### src/rtl/core/tsps_pkg.sv
// Shared types, register map and coil phase tables for the stepper phase sequencer.
`timescale 1ns / 1ps
`default_nettype none
package tsps_pkg;

    localparam int QUEUE_DEPTH = 2;
    localparam int QUEUE_AW    = $clog2(QUEUE_DEPTH);

    localparam logic [1:0] REG_STEP_MODE     = 2'd0;
    localparam logic [1:0] REG_REV_LENGTH    = 2'd1;
    localparam logic [1:0] REG_STEP_INTERVAL = 2'd2;

    localparam logic CMD_TICK = 1'b0;
    localparam logic CMD_MOVE = 1'b1;

    localparam logic [15:0] REV_LENGTH_RESET    = 16'd200;
    localparam logic [31:0] STEP_INTERVAL_RESET = 32'd1000;

    typedef struct packed {
        logic        is_move;
        logic [14:0] magnitude;
        logic        forward;
    } queue_entry_t;

    typedef struct packed {
        logic        rejected;
        logic        busy_res;
        logic        stepped;
        logic [15:0] rotor_position;
        logic [3:0]  coil_pattern;
    } result_t;

    typedef struct packed {
        logic        step_mode;
        logic [15:0] rev_length;
        logic [31:0] step_interval;
    } config_t;

    function automatic logic [3:0] full_phase(input logic [1:0] idx);
        logic [3:0] pat;
        case (idx)
            2'd0:    pat = 4'hA;
            2'd1:    pat = 4'h6;
            2'd2:    pat = 4'h5;
            2'd3:    pat = 4'h9;
            default: pat = 4'h0;
        endcase
        return pat;
    endfunction

    function automatic logic [3:0] half_phase(input logic [2:0] idx);
        logic [3:0] pat;
        case (idx)
            3'd0:    pat = 4'h8;
            3'd1:    pat = 4'hA;
            3'd2:    pat = 4'h2;
            3'd3:    pat = 4'h6;
            3'd4:    pat = 4'h4;
            3'd5:    pat = 4'h5;
            3'd6:    pat = 4'h1;
            3'd7:    pat = 4'h9;
            default: pat = 4'h0;
        endcase
        return pat;
    endfunction

endpackage
`default_nettype wire

### src/rtl/core/timed_stepper_phase_sequencer_unit.sv
// Top level of the timed stepper phase sequencer: stream ports, register file, front and back.
//
// Input stream (s_*): each item is a tick (s_tuser = 0) or a move command
// (s_tuser = 1) carrying a signed step count in s_tdata. Output stream (m_*):
// one result per item with coil pattern, rotor position and status flags.
// Registers over APB: 0x0 step_mode, 0x4 revolution length, 0x8 step_interval.
// Write them only while no item is in flight.
// Flow: an accepted item is written into the queue, and the step engine then
// pops it and loads its output register, which raises m_tvalid.
// Throughput: one item per cycle while m_tready stays high; the step engine does
// one compare, one position update and one table lookup per item.
// A stalled receiver holds the output register; the queue absorbs up to two
// items before s_tready drops, and items resume at full rate once m_tready
// returns. Reset clears the tick history, position, pending steps and coils
// and restores registers to full step, 200 steps/rev, interval 1000.
`timescale 1ns / 1ps
`default_nettype none
module timed_stepper_phase_sequencer_unit
    import tsps_pkg::*;
(
    input  wire logic        clk,
    input  wire logic        rst_n,
    input  wire logic        s_tvalid,
    output logic             s_tready,
    input  wire logic [15:0] s_tdata,   // [15:0] step_count
    input  wire logic [0:0]  s_tuser,   // [0] command
    output logic             m_tvalid,
    input  wire logic        m_tready,
    output logic [23:0]      m_tdata,   // [3:0] coil_pattern, [19:4] rotor_position,
                                        // [20] stepped, [21] busy_res, [22] rejected
    input  wire logic        psel,
    input  wire logic        penable,
    input  wire logic        pwrite,
    input  wire logic [3:0]  paddr,
    input  wire logic [31:0] pwdata,
    output logic [31:0]      prdata,
    output logic             pready
);

    config_t      cfg_reg;
    queue_entry_t front_entry;
    queue_entry_t head;
    logic         q_full;
    logic         q_not_empty;
    logic         q_pop;
    result_t      res;
    logic         wr_en;
    logic [1:0]   reg_idx;

    assign pready  = 1'b1;
    assign reg_idx = paddr[3:2];
    assign wr_en   = psel && penable && pwrite && pready;

    always_ff @(posedge clk or negedge rst_n)
    begin
        if (!rst_n)
        begin
            cfg_reg.step_mode     <= 1'b0;
            cfg_reg.rev_length    <= REV_LENGTH_RESET;
            cfg_reg.step_interval <= STEP_INTERVAL_RESET;
        end
        else if (wr_en)
        begin
            case (reg_idx)
                REG_STEP_MODE:     cfg_reg.step_mode     <= pwdata[0];
                REG_REV_LENGTH:    cfg_reg.rev_length    <= pwdata[15:0];
                REG_STEP_INTERVAL: cfg_reg.step_interval <= pwdata;
                default:           ;
            endcase
        end
    end

    always_comb
    begin
        case (reg_idx)
            REG_STEP_MODE:     prdata = {31'd0, cfg_reg.step_mode};
            REG_REV_LENGTH:    prdata = {16'd0, cfg_reg.rev_length};
            REG_STEP_INTERVAL: prdata = cfg_reg.step_interval;
            default:           prdata = 32'd0;
        endcase
    end

    tsps_front u_front (
        .command    (s_tuser[0]),
        .step_count (s_tdata),
        .entry      (front_entry)
    );

    assign s_tready = !q_full;

    tsps_queue u_queue (
        .clk        (clk),
        .rst_n      (rst_n),
        .push       (s_tvalid),
        .push_entry (front_entry),
        .full       (q_full),
        .pop        (q_pop),
        .head       (head),
        .not_empty  (q_not_empty)
    );

    tsps_back u_back (
        .clk        (clk),
        .rst_n      (rst_n),
        .cfg        (cfg_reg),
        .item       (head),
        .item_valid (q_not_empty),
        .item_pop   (q_pop),
        .res_valid  (m_tvalid),
        .res_ready  (m_tready),
        .res        (res)
    );

    assign m_tdata = {1'b0, res.rejected, res.busy_res, res.stepped,
                      res.rotor_position, res.coil_pattern};

endmodule
`default_nettype wire

### src/rtl/core/tsps_front.sv
// Front end: classifies each input item and decodes move magnitude and direction.
`timescale 1ns / 1ps
`default_nettype none
module tsps_front
    import tsps_pkg::*;
(
    input  wire logic               command,
    input  wire logic signed [15:0] step_count,
    output queue_entry_t            entry
);

    logic        negative;
    logic [15:0] neg_mag;
    logic [14:0] magnitude;

    assign negative = step_count[15];
    assign neg_mag  = 16'd0 - step_count;

    always_comb
    begin
        if (!negative)
        begin
            magnitude = step_count[14:0];
        end
        else if (neg_mag[15])
        begin
            magnitude = 15'h7FFF;
        end
        else
        begin
            magnitude = neg_mag[14:0];
        end
    end

    assign entry.is_move   = (command == CMD_MOVE);
    assign entry.magnitude = magnitude;
    assign entry.forward   = !negative && (step_count != 16'sd0);

endmodule
`default_nettype wire

### src/rtl/core/tsps_queue.sv
// Short queue that decouples the front end from the step engine.
`timescale 1ns / 1ps
`default_nettype none
module tsps_queue
    import tsps_pkg::*;
(
    input  wire logic   clk,
    input  wire logic   rst_n,
    input  wire logic   push,
    input  wire queue_entry_t push_entry,
    output logic        full,
    input  wire logic   pop,
    output queue_entry_t head,
    output logic        not_empty
);

    localparam logic [QUEUE_AW:0] DEPTH_CNT = QUEUE_AW'(QUEUE_DEPTH) == '0 ?
        (QUEUE_AW + 1)'(QUEUE_DEPTH) : (QUEUE_AW + 1)'(QUEUE_DEPTH);

    queue_entry_t          mem_reg [QUEUE_DEPTH];
    logic [QUEUE_AW-1:0]   wr_ptr_reg, wr_ptr_next;
    logic [QUEUE_AW-1:0]   rd_ptr_reg, rd_ptr_next;
    logic [QUEUE_AW:0]     count_reg, count_next;
    logic                  do_push;
    logic                  do_pop;

    assign full      = (count_reg == DEPTH_CNT);
    assign not_empty = (count_reg != '0);
    assign do_push   = push && !full;
    assign do_pop    = pop && not_empty;
    assign head      = mem_reg[rd_ptr_reg];

    always_comb
    begin
        wr_ptr_next = wr_ptr_reg;
        rd_ptr_next = rd_ptr_reg;
        count_next  = count_reg;
        if (do_push)
        begin
            wr_ptr_next = (wr_ptr_reg == QUEUE_AW'(QUEUE_DEPTH - 1)) ? '0 :
                          wr_ptr_reg + QUEUE_AW'(1);
        end
        if (do_pop)
        begin
            rd_ptr_next = (rd_ptr_reg == QUEUE_AW'(QUEUE_DEPTH - 1)) ? '0 :
                          rd_ptr_reg + QUEUE_AW'(1);
        end
        if (do_push && !do_pop)
        begin
            count_next = count_reg + (QUEUE_AW + 1)'(1);
        end
        else if (do_pop && !do_push)
        begin
            count_next = count_reg - (QUEUE_AW + 1)'(1);
        end
    end

    always_ff @(posedge clk or negedge rst_n)
    begin
        if (!rst_n)
        begin
            wr_ptr_reg <= '0;
            rd_ptr_reg <= '0;
            count_reg  <= '0;
        end
        else
        begin
            wr_ptr_reg <= wr_ptr_next;
            rd_ptr_reg <= rd_ptr_next;
            count_reg  <= count_next;
        end
    end

    always_ff @(posedge clk)
    begin
        if (do_push)
        begin
            mem_reg[wr_ptr_reg] <= push_entry;
        end
    end

endmodule
`default_nettype wire

### src/rtl/core/tsps_back.sv
// Step engine: applies queued items to the motion state and registers one result per item.
`timescale 1ns / 1ps
`default_nettype none
module tsps_back
    import tsps_pkg::*;
(
    input  wire logic   clk,
    input  wire logic   rst_n,
    input  wire config_t cfg,
    input  wire queue_entry_t item,
    input  wire logic   item_valid,
    output logic        item_pop,
    output logic        res_valid,
    input  wire logic   res_ready,
    output result_t     res
);

    logic [31:0] elapsed_reg, elapsed_next;
    logic [15:0] position_reg, position_next;
    logic [14:0] remaining_reg, remaining_next;
    logic        forward_reg, forward_next;
    logic [3:0]  coil_reg, coil_next;
    logic        res_valid_reg;
    result_t     res_reg, res_next;

    logic        accept_move;
    logic        rejected;
    logic [14:0] rem_a;
    logic        fwd_a;
    logic [31:0] elapsed_a;
    logic        do_step;
    logic [16:0] modulus;
    logic [16:0] pos_inc;
    logic [15:0] pos_stepped;

    assign item_pop  = item_valid && (!res_valid_reg || res_ready);
    assign res_valid = res_valid_reg;
    assign res       = res_reg;

    assign accept_move = item.is_move && (remaining_reg == '0);
    assign rejected    = item.is_move && (remaining_reg != '0);
    assign rem_a       = accept_move ? item.magnitude : remaining_reg;
    assign fwd_a       = accept_move ? item.forward : forward_reg;
    assign elapsed_a   = item.is_move ? elapsed_reg : elapsed_reg + 32'd1;
    assign do_step     = (rem_a != '0) && (elapsed_a >= cfg.step_interval);

    assign modulus = (cfg.rev_length == '0) ? 17'h10000 : {1'b0, cfg.rev_length};
    assign pos_inc = {1'b0, position_reg} + 17'd1;

    always_comb
    begin
        if (fwd_a)
        begin
            pos_stepped = (pos_inc >= modulus) ? 16'd0 : pos_inc[15:0];
        end
        else if ((position_reg == '0) || ({1'b0, position_reg} >= modulus))
        begin
            pos_stepped = 16'(modulus - 17'd1);
        end
        else
        begin
            pos_stepped = position_reg - 16'd1;
        end
    end

    always_comb
    begin
        elapsed_next   = elapsed_reg;
        position_next  = position_reg;
        remaining_next = remaining_reg;
        forward_next   = forward_reg;
        coil_next      = coil_reg;
        if (item_pop)
        begin
            forward_next   = fwd_a;
            remaining_next = rem_a;
            elapsed_next   = elapsed_a;
            if (do_step)
            begin
                position_next  = pos_stepped;
                coil_next      = cfg.step_mode ? half_phase(pos_stepped[2:0]) :
                                                 full_phase(pos_stepped[1:0]);
                elapsed_next   = '0;
                remaining_next = rem_a - 15'd1;
            end
        end
        res_next.coil_pattern   = coil_next;
        res_next.rotor_position = position_next;
        res_next.stepped        = do_step;
        res_next.busy_res       = (remaining_next != '0);
        res_next.rejected       = rejected;
    end

    always_ff @(posedge clk or negedge rst_n)
    begin
        if (!rst_n)
        begin
            elapsed_reg   <= '0;
            position_reg  <= '0;
            remaining_reg <= '0;
            forward_reg   <= 1'b0;
            coil_reg      <= '0;
            res_valid_reg <= 1'b0;
        end
        else
        begin
            elapsed_reg   <= elapsed_next;
            position_reg  <= position_next;
            remaining_reg <= remaining_next;
            forward_reg   <= forward_next;
            coil_reg      <= coil_next;
            if (item_pop)
            begin
                res_valid_reg <= 1'b1;
            end
            else if (res_ready)
            begin
                res_valid_reg <= 1'b0;
            end
        end
    end

    always_ff @(posedge clk)
    begin
        if (item_pop)
        begin
            res_reg <= res_next;
        end
    end

endmodule
`default_nettype wire

### config.mk
export PLATFORM = sky130hd
export DESIGN_NAME = timed_stepper_phase_sequencer_unit
export DESIGN_NICKNAME = d
export VERILOG_FILES = /design/src/rtl/core/tsps_pkg.sv /design/src/rtl/core/timed_stepper_phase_sequencer_unit.sv /design/src/rtl/core/tsps_front.sv /design/src/rtl/core/tsps_queue.sv /design/src/rtl/core/tsps_back.sv
export SDC_FILE = /design/constraint.sdc
export NUM_CORES = 1
export LEC_CHECK = 0
export BUFFER_PORTS_ARGS = -buffer_cell sky130_fd_sc_hd__clkbuf_2
export CAP_MARGIN = 5
export CORE_ASPECT_RATIO = 2
export CORE_MARGIN = 4
export CORE_UTILIZATION = 45
export CTS_BUF_LIST = sky130_fd_sc_hd__clkbuf_4
export DETAILED_ROUTE_END_ITERATION = 6
export PLACE_DENSITY = 0.75
export SKIP_CTS_REPAIR_TIMING = 1
export SLEW_MARGIN = 10
export SYNTH_ARGS = -nofsm -noshare
export SYNTH_HDL_FRONTEND = slang
export SYNTH_HIERARCHICAL = 1
export SYNTH_SLANG_ARGS = --single-unit
### constraint.sdc
create_clock -name clk -period 7.6 [get_ports clk]
set_clock_uncertainty 0.15 [all_clocks]
set_input_delay 1.14 -clock clk [delete_from_list [all_inputs] [get_ports clk]]
set_output_delay 1.14 -clock clk [all_outputs]
set_load 0.005 [all_outputs]
-- After elaboration in Yosys (flattened, before gate mapping)
Memories as Yosys holds them, arrays and structs flattened.
Index checks and enable logic that the tools add are counted.
- register bits after elaboration: 145
- memory bits (writable): 34
- bits in read-only memories: 32
- word-level logic and storage cells: 98
- memories kept: 2
- $add $sub $neg: 10
- magnitude comparators: 3
- eq/ne operators: 6
- muxes and demuxes: 27
- reductions and logical operators: 33
- memory list (memory ; depth ; width ; rd ports ; clocked after memory_dff ; wr ports ; RTL line ; text):
    u_queue.mem_reg ; 2 ; 17 ; 1 ; 0 ; 1 ; tsps_queue.sv:20 ; queue_entry_t mem_reg [QUEUE_DEPTH];
    (no name shown) ; 8 ; 4 ; 1 ; 0 ; 0 ; tsps_pkg.sv:53 ; case (idx)
- operators by type and width (kind ; number):
    32-bit one-hot mux with 3 select lines ; 1
    16-bit two-way mux ; 5
    15-bit two-way mux ; 5
    32-bit two-way mux ; 2
    15-bit nonzero test ; 3
    32-bit by 1-bit adder with 32-bit output (second input constant) ; 1
    32-bit >= comparator ; 1
    16-bit zero test ; 2
    16-bit by 1-bit subtractor with 16-bit output (second input constant) ; 2
    16-bit by 1-bit adder with 17-bit output (second input constant) ; 1
    16-bit by 17-bit >= comparator with 1-bit output ; 1
    17-bit >= comparator ; 1
    17-bit two-way mux ; 1
    4-bit one-hot mux with 4 select lines ; 1
    16-bit nonzero test ; 1
    1-bit by 16-bit subtractor with 16-bit output (first input constant) ; 1
    15-bit zero test ; 1
    15-bit by 1-bit subtractor with 15-bit output (second input constant) ; 1
    4-bit two-way mux ; 3
    1-bit logical AND ; 11
    2-bit == test (second input constant) ; 4
    1-bit two-way mux ; 7
    2-bit AND reduction ; 3
    2-bit nonzero test ; 3
    8 further kinds ; 17

-- Longest topological paths before layout
- depth after elaboration: 11
- gate-level depth with buffers: 24
- mapped depth without buffers: 20

-- Cells and area by module
Netlist, hierarchy kept.
- modules (own cells, without submodules) (module ; times used ; cells an instance ; area each (sq um) ; sequential area each (sq um)):
    tsps_back ; 1 ; 917 ; 7663.6 ; 2417.3
    timed_stepper_phase_sequencer_unit ; 1 ; 151 ; 2199.6 ; 1237.4
    tsps_queue ; 1 ; 72 ; 1477.7 ; 1121.1
    tsps_front ; 1 ; 70 ; 464.2 ; 0.0

-- Least setup slack after synthesis
Ideal clock, no wire load.
- kind: register -> register
- start: register u_queue.rd_ptr_reg
- end: register u_back.res_reg (netlist bit u_back/res[21]) (data pin)
- library setup time: 0.271 ns
- arrival: 4.868 ns
- path slack: 2.311 ns
- stages on the path, launching flop included: 23
- path buffers: 3
- clock period less this slack: 5.289 ns
- cell sequence: dfrtp_1 buf_6 mux2_2 buf_2 and4b_1 and3_1 clkbuf_1 nand3_1 nor2_1 nand3_1 nor2_1 nand4_1 xnor2_1 ha_1 nand4_1 or3_1 nor4_1 o21a_1 nor2_1 o32ai_1 o21ba_2 nor4_1 nand4b_1
- RTL lines (element ; RTL line ; text):
    start, declared ; tsps_queue.sv:22 ; logic [QUEUE_AW-1:0] rd_ptr_reg, rd_ptr_next;
    start signal, assigned ; tsps_queue.sv:69 ; rd_ptr_reg <= rd_ptr_next;
    end signal, assigned ; tsps_back.sv:127 ; res_reg <= res_next;
    end, declared ; tsps_back.sv:24 ; result_t res_reg, res_next;

==> key figures <==
Outcome
  • Status: finished clean

Placed design
  • Routability cong.: ~0.95
  • Post-place instance area: around 13,000 µm²
  • Hpwl dp: 23,400 µm
  • PortBufs: approximately 110

Yosys
  • Main synth FF type: dfrtp_1
  • Gate count after technology mapping: between 1,000 and 1,500
  • Count of different cell masters after synthesis: 92
  • Synth area leader: dfrtp_1
  • Post-synthesis sequential area ratio: 0.405
  • Synthesis Warnings: 6
  • Mean Syn Cell Area: 9.76 µm²
  • Async S/R FF share, synth: 0.682
  • Mapped Area: roughly 12,000 µm²
  • Post-synth top area share: 0.240
  • EDFF count, synth: 57
  • Synth top area cells: dfrtp_1 (24%), edfxtp_1 (14%), ha_1 (7.8%)
  • FF+latch count, synth: between 150 and 200
  • Syn_nets: 1,344

Floorplan
  • Starting density of the core: 0.458
  • Die ar.: just under 30,000 µm²
  • Chip width: 123 µm
  • FP Rows: 83
  • Die height: 237 µm
  • Core ar.: about 26,000 µm²
  • # IOs: ~120

Critical path
  • Crit path cell chain: mux2_2, and4b_1, and3_1, nand3_1, nor2_1, nand3_1, nor2_1, nand4_1, xnor2_1, ha_1, nand4_1, or3_1, nor4_1, o21a_1, o21ai_4, inv_2, nand2_1, buf_4, o41ai_1
  • CP Data Arrival Time: 6.95 ns
  • Req. time, crit path: just under 8 ns
  • Critical path startpoint category: register
  • Top delay family on crit path: simple AND/OR/NAND/NOR gates
  • CP Class: register to register
  • Worst-path fanout max: 36
  • CP bufs+invs: 2
  • Slowest stage delay, CP: around 0.52 ns
  • CP max-delay cell: o41ai_1
  • Crit. End Element: register

Cells and area
  • Design area: 12,900 µm²
  • Nets@finish: ~1,400
  • Area occupied by registers: between 4000 and 5000 µm²
  • Area Growth Syn to Fin: 9.09%
  • Max reg flops: just under 50
  • Fillers: 2,522
  • Share of layout cells above drive strength 1: 0.204
  • Multi-input logic area: 6440 µm²

Timing
  • Fmax: between 0.1 and 0.15 GHz
  • Worst slew pin tran: about 1.0 ns
  • Final Max Slew Viols: 0
  • Final Hold Violating Endpoints: 0
  • Rel. slew slack: 0.304
  • Setup violations, final: 0
  • Period minus WS final: between 6 and 7 ns
  • Period Utilization, post-route: 0.882
  • RSZ-0062 raised after global routing: false
  • Setup TNS Final: 0 ns

Routing
  • Detailed Route WL: ~31,000 µm
  • Wirelength per Cell: 18.8 µm
  • Via count: between 9,000 and 10,000
  • Post-route ant nets: 0
  • DRT Pass-1 Iters: 5
  • Initial DRC Count: 832
  • # DRC: 0
  • Vias per cell: approximately 5.9

Power and ir drop
  • Combinational fraction of design power: 0.489
  • Sw frac: 0.432
  • Clock share of power: 0.144
  • Power share of the sequential group: 0.366
  • Net Switching: 1.80 mW
  • Max VDD drop: ~0.14 mV
  • Pwr dens: approximately 320 nW/µm²
  • Leak pwr: ~5.7 nW
  • Internal power: ~2.4 mW

Clocking
  • Number of buffers created by CTS: 17
  • Clk_lat worst skew: between 0.6 and 0.7 ns
  • Clock transition at the registers of the reported paths: about 0.16 ns
  • Clk sinks: approximately 180
  • Clk buf depth: 2
  • Root Buffer: clkbuf_4
  • TritonCTS clock tree: done
  • H-tree levels: 4

Job
  • Max-cap violations: 0

Global route
  • First-pass GRT wire length: between 40,000 and 50,000 µm
  • GRT Total Usage: 0.218
  • Vias in the first global route: 9,671
  • Largest net degree at the start of global routing: around 70
  • Grt total ovfl: 0
  • Initial antenna violation count: 1

Min path
  • Class of the worst hold path: register to register
==> stage by stage <==
| step | setup slack (ns) | cells | hold WS, ns | util | power, mW |
|---|---|---|---|---|---|
| floorplan | 2.31 | 1210 | 0.306 | - | 3.00 |
| global placement | 1.07 | 1614 | 0.326 | 0.488 | 3.50 |
| detailed placement | 0.961 | 1614 | 0.342 | 0.488 | 3.56 |
| finish | 0.896 | 1647 | 0.363 | 0.500 | 4.16 |
| global route | 0.365 | 1647 | 0.369 | 0.500 | 4.47 |
| CTS | 0.917 | 1646 | 0.329 | 0.500 | 4.17 |
==> worst reg2reg max path, cell delays in order (launching register included) <==
cell and delay [ns]:
dfrtp_1 0.39, mux2_2 0.45, and4b_1 0.36, and3_1 0.27, nand3_1 0.33, nor2_1 0.34, nand3_1 0.17, nor2_1 0.20
nand4_1 0.14, xnor2_1 0.17, ha_1 0.31, nand4_1 0.19, or3_1 0.42, nor4_1 0.46, o21a_1 0.45, o21ai_4 0.29
inv_2 0.44, nand2_1 0.11, buf_4 0.27, o41ai_1 0.54
==> power groups by stage <==
| stage | clock, mW | combinational [mW] | sequential [mW] |
|---|---|---|---|
| after floorplan | 0 | 1.56 | 1.44 |
| after global placement | 0 | 1.97 | 1.53 |
| after detailed placement | 0 | 2.02 | 1.54 |
| after CTS | 0.620 | 2.03 | 1.52 |
| after global routing | 0.653 | 2.26 | 1.56 |
| final | 0.600 | 2.04 | 1.53 |
==> cells in the final DEF, fill, tap and decap left out, types with 7 or more instances in the layout <==
master    Yosys  routed
a22oi_1      12      12
or3_1         9       9
dfstp_2       9       9
edfxtp_1     57      57
and3_1       20      20
nand2_1     120     120
clkbuf_2      0     113
o21a_1       12      12
o21ai_0      45      45
mux2i_1       8       8
o31ai_1       8       8
o21ai_1      17      17
clkbuf_4      0      19
mux2_4        9       9
xor2_1       27      27
a211oi_1     11      11
mux2_2       57      57
inv_1        67      67
nor4_1       10      10
dfrtp_1     113     113
a21o_1        9       9
xnor2_1      54      54
nand2b_1      7       7
buf_4         5      12
and2_1       22      22
a31oi_1      15      15
nor2_1       73      73
nand4_1      24      24
nor3_1       27      27
ha_1         74      74
nand3_1      48      48
a21oi_1      56      56
a22o_1       21      21
==> final cells by class <==
class / count / share of cell area
clock inverter: 13 / 0.0136
antenna: 1 / 0.000194
multi-input combinational: 900 / 0.500
inverter: 70 / 0.0204
clock buffer: 19 / 0.0111
sequential: 179 / 0.371
tap: 340 / 0.0330
timing repair buffer: 125 / 0.0509
==> cell usage after synthesis, drive strengths merged, types with 34 or more instances <==
| master | instances |
|---|---|
| nand2 | 122 |
| dfrtp | 113 |
| nor2 | 75 |
| ha | 74 |
| inv | 69 |
| mux2 | 68 |
| o21ai | 63 |
| a21oi | 57 |
| edfxtp | 57 |
| xnor2 | 54 |
| nand3 | 51 |
| clkbuf | 34 |
==> path summary, 6_finish.rpt <==
check | startpoint | to | slack [ns] | cells after the start
min in group asynchronous | rst_n | cfg_reg[18] | 0.37 | 1
setup reg to reg | u_queue/rd_ptr_reg | u_back/res[16] | 0.90 | 19
hold / removal | u_queue/count_reg[1] | u_queue/count_reg[1] | 0.36 | 1
setup / recovery | u_queue/rd_ptr_reg | u_back/res[16] | 0.90 | 19
hold reg to reg | u_queue/count_reg[1] | u_queue/count_reg[1] | 0.36 | 1
max in group asynchronous | rst_n | u_back/coil_reg[2] | 5.48 | 2
==> cell families (layout without fill, tap and decap cells) <==
logic type	count (synthesis)	count (layout)	synth area share
AO/OA/AOI/OAI	263	263	0.153
XOR/XNOR	81	81	0.0601
adder cells (fa/ha/maj)	74	74	0.0784
buffers and inverters	131	227	0.0500
flip-flops	179	179	0.405
multiplexers	76	76	0.0745
other	2	3	0.000636
AND/OR/NAND/NOR	404	404	0.179
==> metal layers <==
layer  vias to the layer above  part of all wire  GRT usage  wire [µm]
li1                       4564                 -          -          -
met2                       330              0.55      0.401      17000
met3                       111             0.038     0.0375       1170
met5                         -                 0          0          0
met1                      4753              0.35      0.218      10800
met4                         0             0.065      0.142       2020
Note: power is estimated with default switching activity, not from simulation.
